[src/csca_pkg.sv]
// Shared constants for the cover-scale center-crop address block.
`timescale 1ns / 1ps
package csca_pkg;

    localparam int CFG_IDX_W  = 3;
    localparam int CFG_DATA_W = 13;
    localparam int COORD_W    = 12;
    localparam int OFFSET_W   = 26;

    localparam logic [CFG_IDX_W-1:0] CFG_IMAGE_VALID   = 3'd0;
    localparam logic [CFG_IDX_W-1:0] CFG_SOURCE_WIDTH  = 3'd1;
    localparam logic [CFG_IDX_W-1:0] CFG_SOURCE_HEIGHT = 3'd2;
    localparam logic [CFG_IDX_W-1:0] CFG_SCREEN_WIDTH  = 3'd3;
    localparam logic [CFG_IDX_W-1:0] CFG_SCREEN_HEIGHT = 3'd4;

    localparam logic [CFG_DATA_W-1:0] SCREEN_WIDTH_RST  = 13'd1024;
    localparam logic [CFG_DATA_W-1:0] SCREEN_HEIGHT_RST = 13'd768;

endpackage

[src/csca_setup.sv]
// Configuration registers and the serial computation of draw size and crop.
`timescale 1ns / 1ps
module csca_setup #(
    parameter int MAX_DIM = 4096,
    parameter int DW      = 13,
    parameter int WW      = 26
) (
    input  logic                               clk,
    input  logic                               rst_n,
    input  logic                               cfg_valid,
    output logic                               cfg_ready,
    input  logic [csca_pkg::CFG_IDX_W-1:0]     cfg_index,
    input  logic [csca_pkg::CFG_DATA_W-1:0]    cfg_data,
    input  logic                               pipe_idle,
    output logic                               setup_done,
    output logic                               fallback,
    output logic [DW-1:0]                      srcw,
    output logic [DW-1:0]                      srch,
    output logic [DW-1:0]                      scrw,
    output logic [DW-1:0]                      scrh,
    output logic [WW-1:0]                      draw_w,
    output logic [WW-1:0]                      draw_h,
    output logic [WW-1:0]                      crop_x,
    output logic [WW-1:0]                      crop_y
);

    localparam logic [2:0] ST_CLAMP = 3'd0;
    localparam logic [2:0] ST_MUL   = 3'd1;
    localparam logic [2:0] ST_DIV   = 3'd2;
    localparam logic [2:0] ST_FIN   = 3'd3;
    localparam logic [2:0] ST_RUN   = 3'd4;
    localparam int CNT_W = $clog2(WW + 1);
    localparam int XW = (DW > csca_pkg::CFG_DATA_W) ? DW : csca_pkg::CFG_DATA_W;
    localparam logic [XW-1:0] MAX_X = XW'(MAX_DIM);

    logic [csca_pkg::CFG_DATA_W-1:0] src_w_cfg_reg, src_h_cfg_reg;
    logic [csca_pkg::CFG_DATA_W-1:0] scr_w_cfg_reg, scr_h_cfg_reg;
    logic                            valid_cfg_reg;
    logic [2:0]                      state_reg;
    logic [DW-1:0]                   srcw_reg, srch_reg, scrw_reg, scrh_reg;
    logic                            fb_reg, wide_reg;
    logic [WW-1:0]                   num_reg;
    logic [DW-1:0]                   den_reg, rem_reg;
    logic [CNT_W-1:0]                cnt_reg;
    logic [WW-1:0]                   draw_w_reg, draw_h_reg, crop_x_reg, crop_y_reg;
    logic [WW-1:0]                   sw, sh;
    logic [DW:0]                     r2;
    logic                            r_ge;

    function automatic logic [DW-1:0] clamp_dim(input logic [csca_pkg::CFG_DATA_W-1:0] v,
                                                input logic lo_one);
        logic [XW-1:0] ve;
        begin
            ve = XW'(v);
            if (ve > MAX_X)
            begin
                clamp_dim = DW'(MAX_DIM);
            end
            else if (lo_one && ve == '0)
            begin
                clamp_dim = DW'(1);
            end
            else
            begin
                clamp_dim = DW'(ve);
            end
        end
    endfunction

    assign sw   = WW'(srcw_reg) * WW'(scrh_reg);
    assign sh   = WW'(srch_reg) * WW'(scrw_reg);
    assign r2   = {rem_reg, num_reg[WW-1]};
    assign r_ge = r2 >= {1'b0, den_reg};

    always_ff @(posedge clk or negedge rst_n)
    begin
        if (!rst_n)
        begin
            valid_cfg_reg <= 1'b0;
            src_w_cfg_reg <= '0;
            src_h_cfg_reg <= '0;
            scr_w_cfg_reg <= csca_pkg::SCREEN_WIDTH_RST;
            scr_h_cfg_reg <= csca_pkg::SCREEN_HEIGHT_RST;
            state_reg     <= ST_CLAMP;
            fb_reg        <= 1'b1;
            wide_reg      <= 1'b0;
            cnt_reg       <= '0;
        end
        else if (cfg_valid && pipe_idle)
        begin
            case (cfg_index)
                csca_pkg::CFG_IMAGE_VALID:   valid_cfg_reg <= cfg_data[0];
                csca_pkg::CFG_SOURCE_WIDTH:  src_w_cfg_reg <= cfg_data;
                csca_pkg::CFG_SOURCE_HEIGHT: src_h_cfg_reg <= cfg_data;
                csca_pkg::CFG_SCREEN_WIDTH:  scr_w_cfg_reg <= cfg_data;
                csca_pkg::CFG_SCREEN_HEIGHT: scr_h_cfg_reg <= cfg_data;
                default: ;
            endcase
            state_reg <= ST_CLAMP;
        end
        else
        begin
            case (state_reg)
                ST_CLAMP:
                begin
                    fb_reg    <= !valid_cfg_reg || src_w_cfg_reg == '0 || src_h_cfg_reg == '0;
                    state_reg <= ST_MUL;
                end
                ST_MUL:
                begin
                    wide_reg  <= sw >= sh;
                    cnt_reg   <= '0;
                    state_reg <= fb_reg ? ST_RUN : ST_DIV;
                end
                ST_DIV:
                begin
                    cnt_reg <= cnt_reg + 1'b1;
                    if (cnt_reg == CNT_W'(WW - 1))
                    begin
                        state_reg <= ST_FIN;
                    end
                end
                ST_FIN:
                begin
                    state_reg <= ST_RUN;
                end
                ST_RUN:  ;
                default: state_reg <= ST_CLAMP;
            endcase
        end
    end

    // Datapath registers of the setup sequencer.
    always_ff @(posedge clk)
    begin
        case (state_reg)
            ST_CLAMP:
            begin
                srcw_reg <= clamp_dim(src_w_cfg_reg, 1'b0);
                srch_reg <= clamp_dim(src_h_cfg_reg, 1'b0);
                scrw_reg <= clamp_dim(scr_w_cfg_reg, 1'b1);
                scrh_reg <= clamp_dim(scr_h_cfg_reg, 1'b1);
            end
            ST_MUL:
            begin
                num_reg <= (sw >= sh) ? sw : sh;
                den_reg <= (sw >= sh) ? srch_reg : srcw_reg;
                rem_reg <= '0;
            end
            ST_DIV:
            begin
                rem_reg <= r_ge ? DW'(r2 - {1'b0, den_reg}) : DW'(r2);
                num_reg <= {num_reg[WW-2:0], r_ge};
            end
            ST_FIN:
            begin
                if (wide_reg)
                begin
                    draw_w_reg <= num_reg;
                    draw_h_reg <= WW'(scrh_reg);
                    crop_x_reg <= (num_reg - WW'(scrw_reg)) >> 1;
                    crop_y_reg <= '0;
                end
                else
                begin
                    draw_w_reg <= WW'(scrw_reg);
                    draw_h_reg <= num_reg;
                    crop_x_reg <= '0;
                    crop_y_reg <= (num_reg - WW'(scrh_reg)) >> 1;
                end
            end
            default: ;
        endcase
    end

    // A register write is taken only once no pixel is left in the pipeline.
    assign cfg_ready  = pipe_idle;
    assign setup_done = state_reg == ST_RUN;
    assign fallback   = fb_reg;
    assign srcw       = srcw_reg;
    assign srch       = srch_reg;
    assign scrw       = scrw_reg;
    assign scrh       = scrh_reg;
    assign draw_w     = draw_w_reg;
    assign draw_h     = draw_h_reg;
    assign crop_x     = crop_x_reg;
    assign crop_y     = crop_y_reg;

endmodule

[config.mk]
export PLATFORM = sky130hd
export DESIGN_NAME = csca_setup
export DESIGN_NICKNAME = d
export VERILOG_FILES = /design/src/csca_pkg.sv /design/src/csca_setup.sv
export SDC_FILE = /design/constraint.sdc
export NUM_CORES = 1
export LEC_CHECK = 0
export BUFFER_PORTS_ARGS = -buffer_cell sky130_fd_sc_hd__buf_4
export CORE_ASPECT_RATIO = 1.75
export CORE_MARGIN = 2
export CORE_UTILIZATION = 30
export DETAILED_ROUTE_END_ITERATION = 10
export PLACE_DENSITY = 0.48
export SYNTH_ARGS = -nofsm -noshare
export SYNTH_HDL_FRONTEND = slang
export SYNTH_SLANG_ARGS = --single-unit
[constraint.sdc]
create_clock -name clk -period 11.6 [get_ports clk]
set_clock_uncertainty 0.05 [all_clocks]
set_input_delay 1.16 -clock clk [delete_from_list [all_inputs] [get_ports clk]]
set_output_delay 1.16 -clock clk [all_outputs]
set_load 0.005 [all_outputs]
Word level (Yosys, flattened, before mapping)
Cells that the tools add are included.
- add/sub/neg operators: 4
- multipliers: 2
- $lt $le $gt $ge: 6
- equality and inequality tests: 11
- multiplexer cells: 14
- bitwise logic cells: 1
- reduce and logical (&&, ||, !) cells: 22
- operators by type and width (operator ; number):
    2-to-1 mux 13 bit ; 6
    greater-than comparator 13 bit, second input constant ; 4
    zero test 13 bit ; 4
    multiplier 13 x 13 -> 26 bit ; 2
    case mux 26 bit (2 select lines) ; 1
    subtractor 26 x 13 -> 26 bit ; 2
    >= comparator 26 bit ; 1
    2-to-1 mux 26 bit ; 1
    case mux 13 bit (2 select lines) ; 1
    AND reduction 2 bit ; 9
    case mux 3 bit (5 select lines) ; 1
    >= comparator 14 x 13 -> 1 bit ; 1
    subtractor 13 bit ; 1
    equality test 3 x 2 -> 1 bit, second input constant ; 4
    case mux 5 bit (2 select lines) ; 1
    2-to-1 mux 3 bit ; 3
    equality test 3 x 1 -> 1 bit, second input constant ; 2
    equality test 3 bit, second input constant ; 2
    zero test 3 bit ; 2
    adder 5 x 1 -> 5 bit, second input constant ; 1
    equality test 5 bit, second input constant ; 1
    OR reduction 2 bit ; 2
    inequality test 3 bit, second input constant ; 1
    logical OR 1 bit ; 2
    5 further kinds ; 5
- register bits: 271
- input bits: 20
- output and inout bits: 159

Depth between registers and ports, before layout
Gate-level depths: netlist (run 1).
- word-level depth: 4
- depth in mapped cells: 31
- gate-level depth less buffers: 28

Least setup slack after synthesis (run 1)
No wires, ideal clock.
- path kind: register to register
- start point: register scrw_reg[1], in the netlist scrw[1]
- end point: register den_reg[10] (data pin)
- arrival time: 6.649 ns
- required time: 11.290 ns
- slack: 4.642 ns
- cell stages (with the launch flop): 28
- period minus slack after synthesis: 6.958 ns
- cells stage by stage: edfxtp_1 clkbuf_1 and2_1 fa_1 inv_1 fa_1 inv_1 fa_1 fa_1 inv_1 fa_1 inv_1 ha_1 o21ai_0 a21oi_1 a31oi_1 o21ai_0 a311oi_1 xnor2_1 inv_1 ha_1 a21o_1 a21oi_1 nand2_1 o21ai_1 buf_2 buf_4 mux2_2
- word-level cells in the longest chain between the ends: 3
- RTL lines (item ; line ; source):
    start, declared ; csca_setup.sv:40 ; logic [DW-1:0] srcw_reg, srch_reg, scrw_reg, scrh_reg;
    start signal, assigned ; csca_setup.sv:141 ; scrw_reg <= clamp_dim(scr_w_cfg_reg, 1'b1);
    multiplier 13 x 13 -> 26 bit ; csca_setup.sv:71 ; assign sh = WW'(srch_reg) * WW'(scrw_reg);
    >= comparator 26 bit ; csca_setup.sv:147 ; den_reg <= (sw >= sh) ? srch_reg : srcw_reg;
    2-to-1 mux 13 bit ; csca_setup.sv:147 ;
    end signal, assigned ; csca_setup.sv:147 ;
    end, declared ; csca_setup.sv:43 ; logic [DW-1:0] den_reg, rem_reg;
No other way between the ends.
A chain may end at the register's enable or synchronous reset.

Final worst setup path (run 1)
- start point: register scrw_reg[4], in the netlist scrw[4]
- end point: register num_reg[11] (data pin)
- word-level cells in the longest chain between the ends: 4
- RTL lines (item ; line ; source):
    multiplier 13 x 13 -> 26 bit (*) ; csca_setup.sv:71 ;
    >= comparator 26 bit ; csca_setup.sv:146 ; num_reg <= (sw >= sh) ? sw : sh;
    2-to-1 mux 26 bit (*) ; csca_setup.sv:146 ;
    case mux 26 bit (2 select lines) (*) ; csca_setup.sv:136 ; case (state_reg)
    end signal, assigned ; csca_setup.sv:146 ;
    end signal, assigned ; csca_setup.sv:153 ; num_reg <= {num_reg[WW-2:0], r_ge};
    end, declared ; csca_setup.sv:42 ; logic [WW-1:0] num_reg;
Mark *: on every way between the ends. The rest lies on a longest branch, timed or not.

==> summary.txt, run 1 <==
Clock tree
  – H-Tree Depth: 1
  – Hold-fix buffers at CTS: 0
  – TritonCTS clock tree: done
  – Post_cts resized: 0
  – Clk buf depth: 3
  – Clock-pin slew on the worst setup and hold paths: around 0.060 ns
  – Root Driver: clkbuf_16
  – Clk Latency, worst-skew pair: a little under 0.6 ns
  – Clock sink count: 269
  – CTS Buf Count: 29
  – Setup repair bufs after CTS: 0

Global routing
  – Vias in the first global route: approximately 19000
  – GR peak layer: met2
  – GR Layer Usage met2: 34.07%
  – Initial antenna violation count: 4
  – Total global routing track utilization: 17.29%
  – GR Overflow Total: 0
  – Largest net degree at the start of global routing: 90
  – Global-route wire length before repair: 113.2 mm
  – GR met3 Demand/Resource: 1.935%
  – Routing usage on met1: around a fifth

Run status
  – Status: finished clean

Final layout
  – Synth-to-layout area growth: 13.47%
  – NumNets Final: between 3000 and 4000
  – Most common cell after layout, fill and taps aside: inv_1
  – Fillcell total: 8350
  – Area of the multi-input gates: approximately 15000 sq um
  – Most frequent cells in the layout: inv_1, fa_1, nand2_1, and2_1, ha_1
  – Register area: 7769 sq um
  – Layout cells sized above 1: about 14%

Worst setup path
  – Worst Setup End Kind: register
  – Top cell by count, worst path: fa_1
  – CP max-delay cell: edfxtp_1
  – Largest stage delay, worst path: 0.95 ns
  – Req. time, crit path: 11.85 ns
  – Critical Path Fanout Max: 47
  – Setup crit start kind: register
  – Worst Path Arrival: about 8.7 ns
  – Crit path kind: register to register

STA
  – Relative slew slack: a little over a quarter
  – Fin crit period: 8.400 ns
  – Fmax: 119.0 MHz
  – Worst Tran Pin Value: 1.096 ns
  – Setup_tns: 0 ns
  – Final Cycle Share: between 70% and 80%
  – Final setup fails: 0
  – Hold Violations, Final: 0
  – RSZ-0062 raised after global routing: no
  – Max Slew Vio Count: 0

Drt
  – Total routed wirelength: 72.86 mm
  – Drt pass-1 iters: 5
  – Via count: 17710
  – Via density: 4.894
  – Wire per inst: 20.13 um
  – Number of routed nets with antenna violations: 0
  – Number of DRC markers in iteration 0: 905
  – DRC: 0

Synthesis
  – Post-synth ARST share: 23.42%
  – Synth warn: 0
  – Number of synthesized flops with an enable pin: 206
  – Yosys reg bits: 269
  – Unique masters post-synth: 70
  – Mapped Area: 24690 sq um
  – Register area share after synthesis: roughly a third
  – Cell count after synthesis: 2427
  – Syn_area_per_cell: a little over 10 sq um
  – Ys flop type: edfxtp_1

Placement
  – Detail Placement HPWL: 57.52 mm
  – Input/output buffers: 176
  – GP Congestion: 0.8478

Die
  – Starting Density: 30.21%
  – Die area: between 80000 and 90000 sq um
  – Die height: 383.5 um
  – Rows: 139
  – Chip width: roughly 220 um
  – Core ar.: 81740 sq um
  – Top Ports: 179

Worst hold path
  – Hold WC Path Type: register to register

Flow run
  – Max cap viols: 0
cell families (layout without fill, tap and decap cells):
| group | count (synthesis) | in the layout | share of synthesized area [%] |
|---|---|---|---|
| and+or+nand+nor | 775 | 775 | 16.05 |
| buffers and inverters | 465 | 598 | 7.226 |
| adders and majority gates | 452 | 452 | 30.36 |
| AOI/OAI and AO/OA | 278 | 278 | 7.227 |
| DFF | 269 | 269 | 31.46 |
| muxes | 114 | 114 | 5.078 |
| xor gates and xnor gates | 73 | 73 | 2.590 |
| other | 1 | 3 | 0.01519 |
cells in the mapped netlist, types with 15 or more instances:
master	n	area share, %
clkbuf_1	94	1.4
xor2_1	30	1.1
nand2_1	237	3.6
nor4_1	17	0.43
or3_1	15	0.38
a211oi_1	17	0.52
ha_1	207	10
nand3_1	20	0.41
and2_1	211	5.3
a21oi_1	68	1.4
inv_1	356	5.4
mux2_2	86	3.9
xnor2_1	43	1.5
nor3_1	37	0.75
mux2i_1	27	1.1
a21o_1	33	1.0
nor2_1	106	1.6
o21ai_0	71	1.4
dfrtp_1	59	6.0
nor2b_1	72	1.8
edfxtp_1	206	25
fa_1	245	20
critical path: cells and delay by family, from the launching register on:
family | cells | cell delay [ns]
multiplexers | 1 | 0.35
adder cells (fa/ha/maj) | 7 | 3.21
XOR/XNOR | 1 | 0.22
flip-flops | 1 | 0.95
buffers and inverters | 5 | 0.76
AND/OR/NAND/NOR | 2 | 0.32
AO/OA/AOI/OAI | 9 | 2.24
metal layers:
layer | wire length, um | up-vias | part of all wire [%]
li1 | - | 8174 | -
met1 | 27160 | 8972 | 37
met2 | 40040 | 442 | 55
met3 | 2783 | 122 | 3.8
met4 | 2877 | 0 | 3.9
met5 | 0 | - | 0
layout make-up:
cell class	count	share of cell area, %
clock inverters	13	0.4913
multi-input cells	1694	54.12
repair buffers	187	5.011
clock buffers	41	3.140
well taps	1057	4.721
diodes	1	0.008932
flip-flops and latches	269	27.73
inverters	357	4.783
final timing paths:
| check | cells after the start | slack [ns] | start | to |
|---|---|---|---|---|
| max reg2reg | 25 | 3.20 | scrw[4]$_SDFFCE_PP0P_ | num_reg[11]$_DFFE_PP_ |
| min in group asynchronous | 1 | 0.61 | rst_n | src_h_cfg_reg[5]$_DFFE_PN0P_ |
| max | 25 | 3.20 | scrw[4]$_SDFFCE_PP0P_ | num_reg[11]$_DFFE_PP_ |
| min reg2reg | 1 | 0.41 | valid_cfg_reg$_DFFE_PN0P_ | fallback$_DFFE_PN1P_ |
| min | 1 | 0.41 | valid_cfg_reg$_DFFE_PN0P_ | fallback$_DFFE_PN1P_ |
| max in group asynchronous | 1 | 10.31 | rst_n | wide_reg$_DFFE_PN0P_ |
per-stage QoR:
step	utilization (%)	std cells	instance area (sq um)	worst slack (ns)	hold WS, ns
floorplan	-	2428	24690	4.642	0.3573
global route	34.27	3618	28010	2.917	0.4434
global placement	33.03	3564	27000	3.340	0.4006
finish	34.27	3619	28020	3.200	0.4076
detailed placement	33.03	3564	27000	3.270	0.3987
CTS	34.27	3618	28010	3.215	0.4139
Power of run 1 is left out: the tool's default activity adds up to more than one toggle a clock period on the data nets, which glitch-free logic cannot reach.
==> run 2: changes to the inputs <==
Clock period 11.6 ns to 8.5 ns, I/O delays scaled along.
==> summary.txt, run 2 (synthesis gave the netlist of run 1 again) <==
Run status
  – Status: finished clean (unchanged)

Clock tree
  – Hold-fix buffers at CTS: 0 (unchanged)
  – TritonCTS clock tree: done (unchanged)
  – Post_cts resized: 0 (unchanged)
  – Root Driver: clkbuf_16 (unchanged)
  – Clock sink count: 269 (unchanged)
  – Setup repair bufs after CTS: 0 (unchanged)
  – Clk Latency, worst-skew pair: 0.60 ns (was 0.59 ns)
  – CTS Buf Count: 29 (unchanged)
  – Clock-pin slew on the worst setup and hold paths: 0.07 ns (was 0.06 ns)
  – Clk buf depth: 3 (unchanged)
  – H-Tree Depth: 1 (unchanged)

Worst hold path
  – Hold WC Path Type: input port to asynchronous set/reset pin (was register to register)

Worst setup path
  – Worst Path Arrival: 8.30 ns (was 8.65 ns)
  – Setup crit start kind: register (unchanged)
  – Reg-to-Reg Start: scrw[4]$_SDFFCE_PP0P_ (unchanged)
  – Worst Setup End Kind: register (unchanged)
  – Reg-to-Reg End: den_reg[6]$_DFFE_PP_ (was num_reg[11]$_DFFE_PP_)
  – FF-to-FF setup slack: 0.50 ns (was 3.20 ns)
  – Critical Path Fanout Max: 28 (was 47)
  – Reg2Reg Depth: 24 (was 25)
  – Crit path kind: register to register (unchanged)
  – Req. time, crit path: 8.80 ns (was 11.85 ns)

Final layout
  – Synth-to-layout area growth: 13.63% (was 13.47%)
  – Layout cells sized above 1: 14.19% (was 13.59%)
  – Most frequent cells in the layout: inv_1, fa_1, nand2_1, buf_4, and2_1 (was inv_1, fa_1, nand2_1, and2_1, ha_1)
  – Finished Cell Area: 28050 sq um (was 28020 sq um)
  – Most common cell after layout, fill and taps aside: inv_1 (unchanged)
  – NumNets Final: 3035 (was 3010)
  – ANT cells: 0 (was 1)

STA
  – Fmax: 125.1 MHz (was 119.0 MHz)
  – Setup_tns: 0 ns (unchanged)
  – Worst Tran Pin Value: 1.099 ns (was 1.096 ns)
  – Relative slew slack: 26.48% (was 26.68%)
  – Max Slew Vio Count: 0 (unchanged)
  – Final setup fails: 0 (unchanged)
  – Fin crit period: 7.997 ns (was 8.400 ns)
  – Final Cycle Share: 94.08% (was 72.42%)
  – Hold Violations, Final: 0 (unchanged)
  – RSZ-0062 raised after global routing: no (unchanged)
  – Fin Hold WS: 0.2869 ns (was 0.4076 ns)

Drt
  – Via density: 4.850 (was 4.894)
  – Wire per inst: 20.45 um (was 20.13 um)
  – Via count: 17668 (was 17710)
  – Number of routed nets with antenna violations: 0 (unchanged)
  – Total routed wirelength: 74.49 mm (was 72.86 mm)
  – DRC: 0 (unchanged)
  – Number of DRC markers in iteration 0: 894 (was 905)
  – Drt pass-1 iters: 5 (unchanged)

Die
  – Starting Density: 30.21% (unchanged)
  – Chip width: 220.9 um (unchanged)
  – Core ar.: 81740 sq um (unchanged)
  – Top Ports: 179 (unchanged)
  – Rows: 139 (unchanged)
  – Die area: 84700 sq um (unchanged)
  – Die height: 383.5 um (unchanged)

Global routing
  – Total global routing track utilization: 17.58% (was 17.29%)
  – Initial antenna violation count: 1 (was 4)
  – GR Overflow Total: 0 (unchanged)
  – Vias in the first global route: 19461 (was 19290)
  – Largest net degree at the start of global routing: 64 (was 90)
  – Global-route wire length before repair: 114.9 mm (was 113.2 mm)

Placement
  – GP Congestion: 0.8896 (was 0.8478)
  – Detail Placement HPWL: 59.65 mm (was 57.52 mm)
  – Placed Area: 27180 sq um (was 27000 sq um)
  – Input/output buffers: 176 (unchanged)

Flow run
  – Max cap viols: 0 (unchanged)
run 2: changes by cell type in the layout (fill, tap and decap cells not counted), sizes merged, moves of 2 or more:
cell and change:
buf +25, bufinv -2, clkbuf -2, clkinv +2, clkinvlp +4, inv -2
run 2: worst max-delay path by stage:
stage / from / endpoint / slack, ns / cells past startpoint
2_1_floorplan: scrw[1]$_SDFFCE_PP0P_ / den_reg[10]$_DFFE_PP_ / 1.54 / 27
3_3_place_gp: scrw[4]$_SDFFCE_PP0P_ / den_reg[8]$_DFFE_PP_ / 0.52 / 24
3_5_place_dp: scrw[4]$_SDFFCE_PP0P_ / den_reg[6]$_DFFE_PP_ / 0.53 / 24
4_1_cts: scrw[4]$_SDFFCE_PP0P_ / den_reg[6]$_DFFE_PP_ / 0.47 / 24
6_report: scrw[4]$_SDFFCE_PP0P_ / den_reg[6]$_DFFE_PP_ / 0.50 / 24
5_1_grt: scrw[4]$_SDFFCE_PP0P_ / num_reg[4]$_DFFE_PP_ / 0.02 / 25
run 2: final cells by class:
class | count | area [sq um]
inverters | 357 | 1340
repair buffers | 212 | 1592
fillers | 8299 | 53690
clock buffers | 39 | 773.2
clock inverters | 15 | 97.59
flip-flops and latches | 269 | 7769
multi-input cells | 1694 | 15160
well taps | 1057 | 1323
run 2: metrics by stage:
step	util, %	setup WS [ns]	instances
after global placement	33.26	0.5171	3589
after detailed placement	33.26	0.5334	3589
after floorplan	-	1.542	2428
after CTS	34.32	0.4746	3643
final	34.32	0.5034	3643
after global routing	34.32	0.02471	3643
run 2: routing by layer:
layer  wire length, um  share of wire, %  GRT usage [%]  vias to the layer above
met3              2842               3.8          2.065                      122
met2             40830                55          34.65                      418
met5                 0                 0              0                        -
met4              3126               4.2          6.823                        0
met1             27690                37          18.83                     8904
li1                  -                 -              -                     8224
run 2: critical path: stages (launching register included):
cell and delay (ns):
edfxtp_1 0.98, nand2_1 0.19, fa_1 0.53, fa_1 0.51, inv_1 0.06, fa_1 0.50, fa_1 0.49, inv_1 0.05
fa_1 0.53, inv_1 0.06, ha_1 0.40, a21oi_1 0.26, o21ai_0 0.19, o41ai_1 0.37, o21ai_0 0.28, a311oi_1 0.38
xnor2_1 0.18, inv_1 0.07, ha_1 0.29, a21o_1 0.16, a21oi_1 0.18, nand2_1 0.11, o21ai_4 0.13, buf_4 0.36
mux2_2 0.39
Power of run 2 is left out for the same reason.
==> run 3: changes to the inputs <==
Settings changed: REMOVE_ABC_BUFFERS set to 1.
==> summary.txt, run 3 (synthesis gave the netlist of run 1 again) <==
STA
  – Final setup fails: 0 (unchanged)
  – Final Cycle Share: 93.08% (was 94.08%)
  – Fin Hold WS: 0.2967 ns (was 0.2869 ns)
  – Setup WS post-layout: 0.5881 ns (was 0.5034 ns)
  – Relative slew slack: 27.67% (was 26.48%)
  – Hold Violations, Final: 0 (unchanged)
  – Fmax: 126.4 MHz (was 125.1 MHz)
  – Fin crit period: 7.912 ns (was 7.997 ns)
  – Max Slew Vio Count: 0 (unchanged)
  – Worst Tran Pin Value: 1.081 ns (was 1.099 ns)
  – RSZ-0062 raised after global routing: no (unchanged)

Clock tree
  – Clk buf depth: 3 (unchanged)
  – TritonCTS clock tree: done (unchanged)
  – Clk Latency, worst-skew pair: 0.60 ns (about the same)
  – Setup repair bufs after CTS: 0 (unchanged)
  – Clock sink count: 269 (unchanged)
  – Hold-fix buffers at CTS: 0 (unchanged)
  – H-Tree Depth: 1 (unchanged)
  – Clock-pin slew on the worst setup and hold paths: 0.07 ns (about the same)
  – Post_cts resized: 0 (unchanged)
  – CTS Buf Count: 28 (was 29)
  – Root Driver: clkbuf_16 (unchanged)

Worst setup path
  – Reg2Reg Depth: 27 (was 24)
  – Setup crit start kind: register (unchanged)
  – Critical Path Fanout Max: 47 (was 28)
  – CP max-delay cell: edfxtp_1 (unchanged)
  – Worst Path Arrival: 8.20 ns (was 8.30 ns)
  – Crit path kind: register to register (unchanged)
  – FF-to-FF setup slack: 0.59 ns (was 0.50 ns)
  – Worst Setup End Kind: register (unchanged)
  – Largest stage delay, worst path: 0.63 ns (was 0.98 ns)
  – Req. time, crit path: 8.79 ns (was 8.80 ns)

Global routing
  – Largest net degree at the start of global routing: 78 (was 64)
  – Global-route wire length before repair: 113.2 mm (was 114.9 mm)
  – Total global routing track utilization: 17.23% (was 17.58%)
  – Vias in the first global route: 19033 (was 19461)
  – Initial antenna violation count: 1 (unchanged)
  – GR Overflow Total: 0 (unchanged)

Drt
  – Total routed wirelength: 72.73 mm (was 74.49 mm)
  – Wire per inst: 20.01 um (was 20.45 um)
  – Drt pass-1 iters: 5 (unchanged)
  – Via count: 17591 (was 17668)
  – DRC: 0 (unchanged)
  – Number of routed nets with antenna violations: 0 (unchanged)
  – Via density: 4.841 (was 4.850)
  – Number of DRC markers in iteration 0: 972 (was 894)

Die
  – Core ar.: 81740 sq um (unchanged)
  – Chip width: 220.9 um (unchanged)
  – Top Ports: 179 (unchanged)
  – Die area: 84700 sq um (unchanged)
  – Starting Density: 30.21% (unchanged)
  – Rows: 139 (unchanged)
  – Die height: 383.5 um (unchanged)

Run status
  – Status: finished clean (unchanged)

Placement
  – Detail Placement HPWL: 58.78 mm (was 59.65 mm)
  – Input/output buffers: 176 (unchanged)
  – Setup Slack @ Placement: 0.5903 ns (was 0.5334 ns)
  – GP Congestion: 0.8815 (was 0.8896)
  – Placed cells: 3583 (was 3589)

Final layout
  – Most common cell after layout, fill and taps aside: inv_1 (unchanged)
  – Layout cells sized above 1: 13.81% (was 14.19%)
  – Fin cells: 3634 (was 3643)
  – Most frequent cells in the layout: inv_1, fa_1, nand2_1, and2_1, ha_1 (was inv_1, fa_1, nand2_1, buf_4, and2_1)
  – Synth-to-layout area growth: 13.50% (was 13.63%)
  – Finished Core Util: 34.28% (was 34.32%)
  – NumNets Final: 3028 (was 3035)
  – ANT cells: 0 (unchanged)

Flow run
  – Max cap viols: 0 (unchanged)

Worst hold path
  – Hold WC Path Type: input port to asynchronous set/reset pin (unchanged)
## run 3: cell count changes in the layout (fill, tap and decap cells not counted), sizes merged
cell      previous run  this run
clkinv               8        11
bufinv               0         2
clkinvlp             5         2
inv                359       357
clkbuf              39        36
buf                212       206
## run 3: metrics by stage
| stage | instance area, sq um | setup TNS, ns |
|---|---|---|
| floorplan | 24250 | -6.632 |
| global placement | 27150 | 0 |
| detailed placement | 27150 | 0 |
| CTS | 28020 | 0 |
| global route | 28020 | 0 |
| finish | 28020 | 0 |
## run 3: path summary, 6_finish.rpt
check                                          endpoint                 startpoint
max                               den_reg[11]$_DFFE_PP_      scrh[2]$_SDFFCE_PP0P_
min                        scr_w_cfg_reg[5]$_DFFE_PN0P_                      rst_n
max reg2reg                       den_reg[11]$_DFFE_PP_      scrh[2]$_SDFFCE_PP0P_
min reg2reg                        fallback$_DFFE_PN1P_  valid_cfg_reg$_DFFE_PN0P_
max in group asynchronous          wide_reg$_DFFE_PN0P_                      rst_n
min in group clk                   fallback$_DFFE_PN1P_  valid_cfg_reg$_DFFE_PN0P_
## run 3: cell type report
type                            instances  area (sq um)
Sequential cell                       269          7769
Multi-Input combinational cell       1694         15160
Clock buffer                           36         730.7
Fill cell                            8356         53720
Tap cell                             1057          1323
Clock inverter                         15         141.4
Inverter                              357          1340
Timing Repair Buffer                  206          1559
## run 3: worst max-delay path: cells and delay by family (launching register included)
kind	cells	cell delay, ns
compound gates	9	2.04
xor+xnor	1	0.27
fa+ha+maj	7	3.15
buf+inv	6	0.58
flops	1	0.63
mux	1	0.38
simple gates	3	0.51
## run 3: per-layer routing
metal,GRT usage (%),routed length (um),vias up
met4,8.029,3605,0
li1,-,-,8213
met5,0,0,-
met1,19.10,27990,8868
met3,2.165,2674,129
met2,32.46,38460,381
Power of run 3 is left out for the same reason.
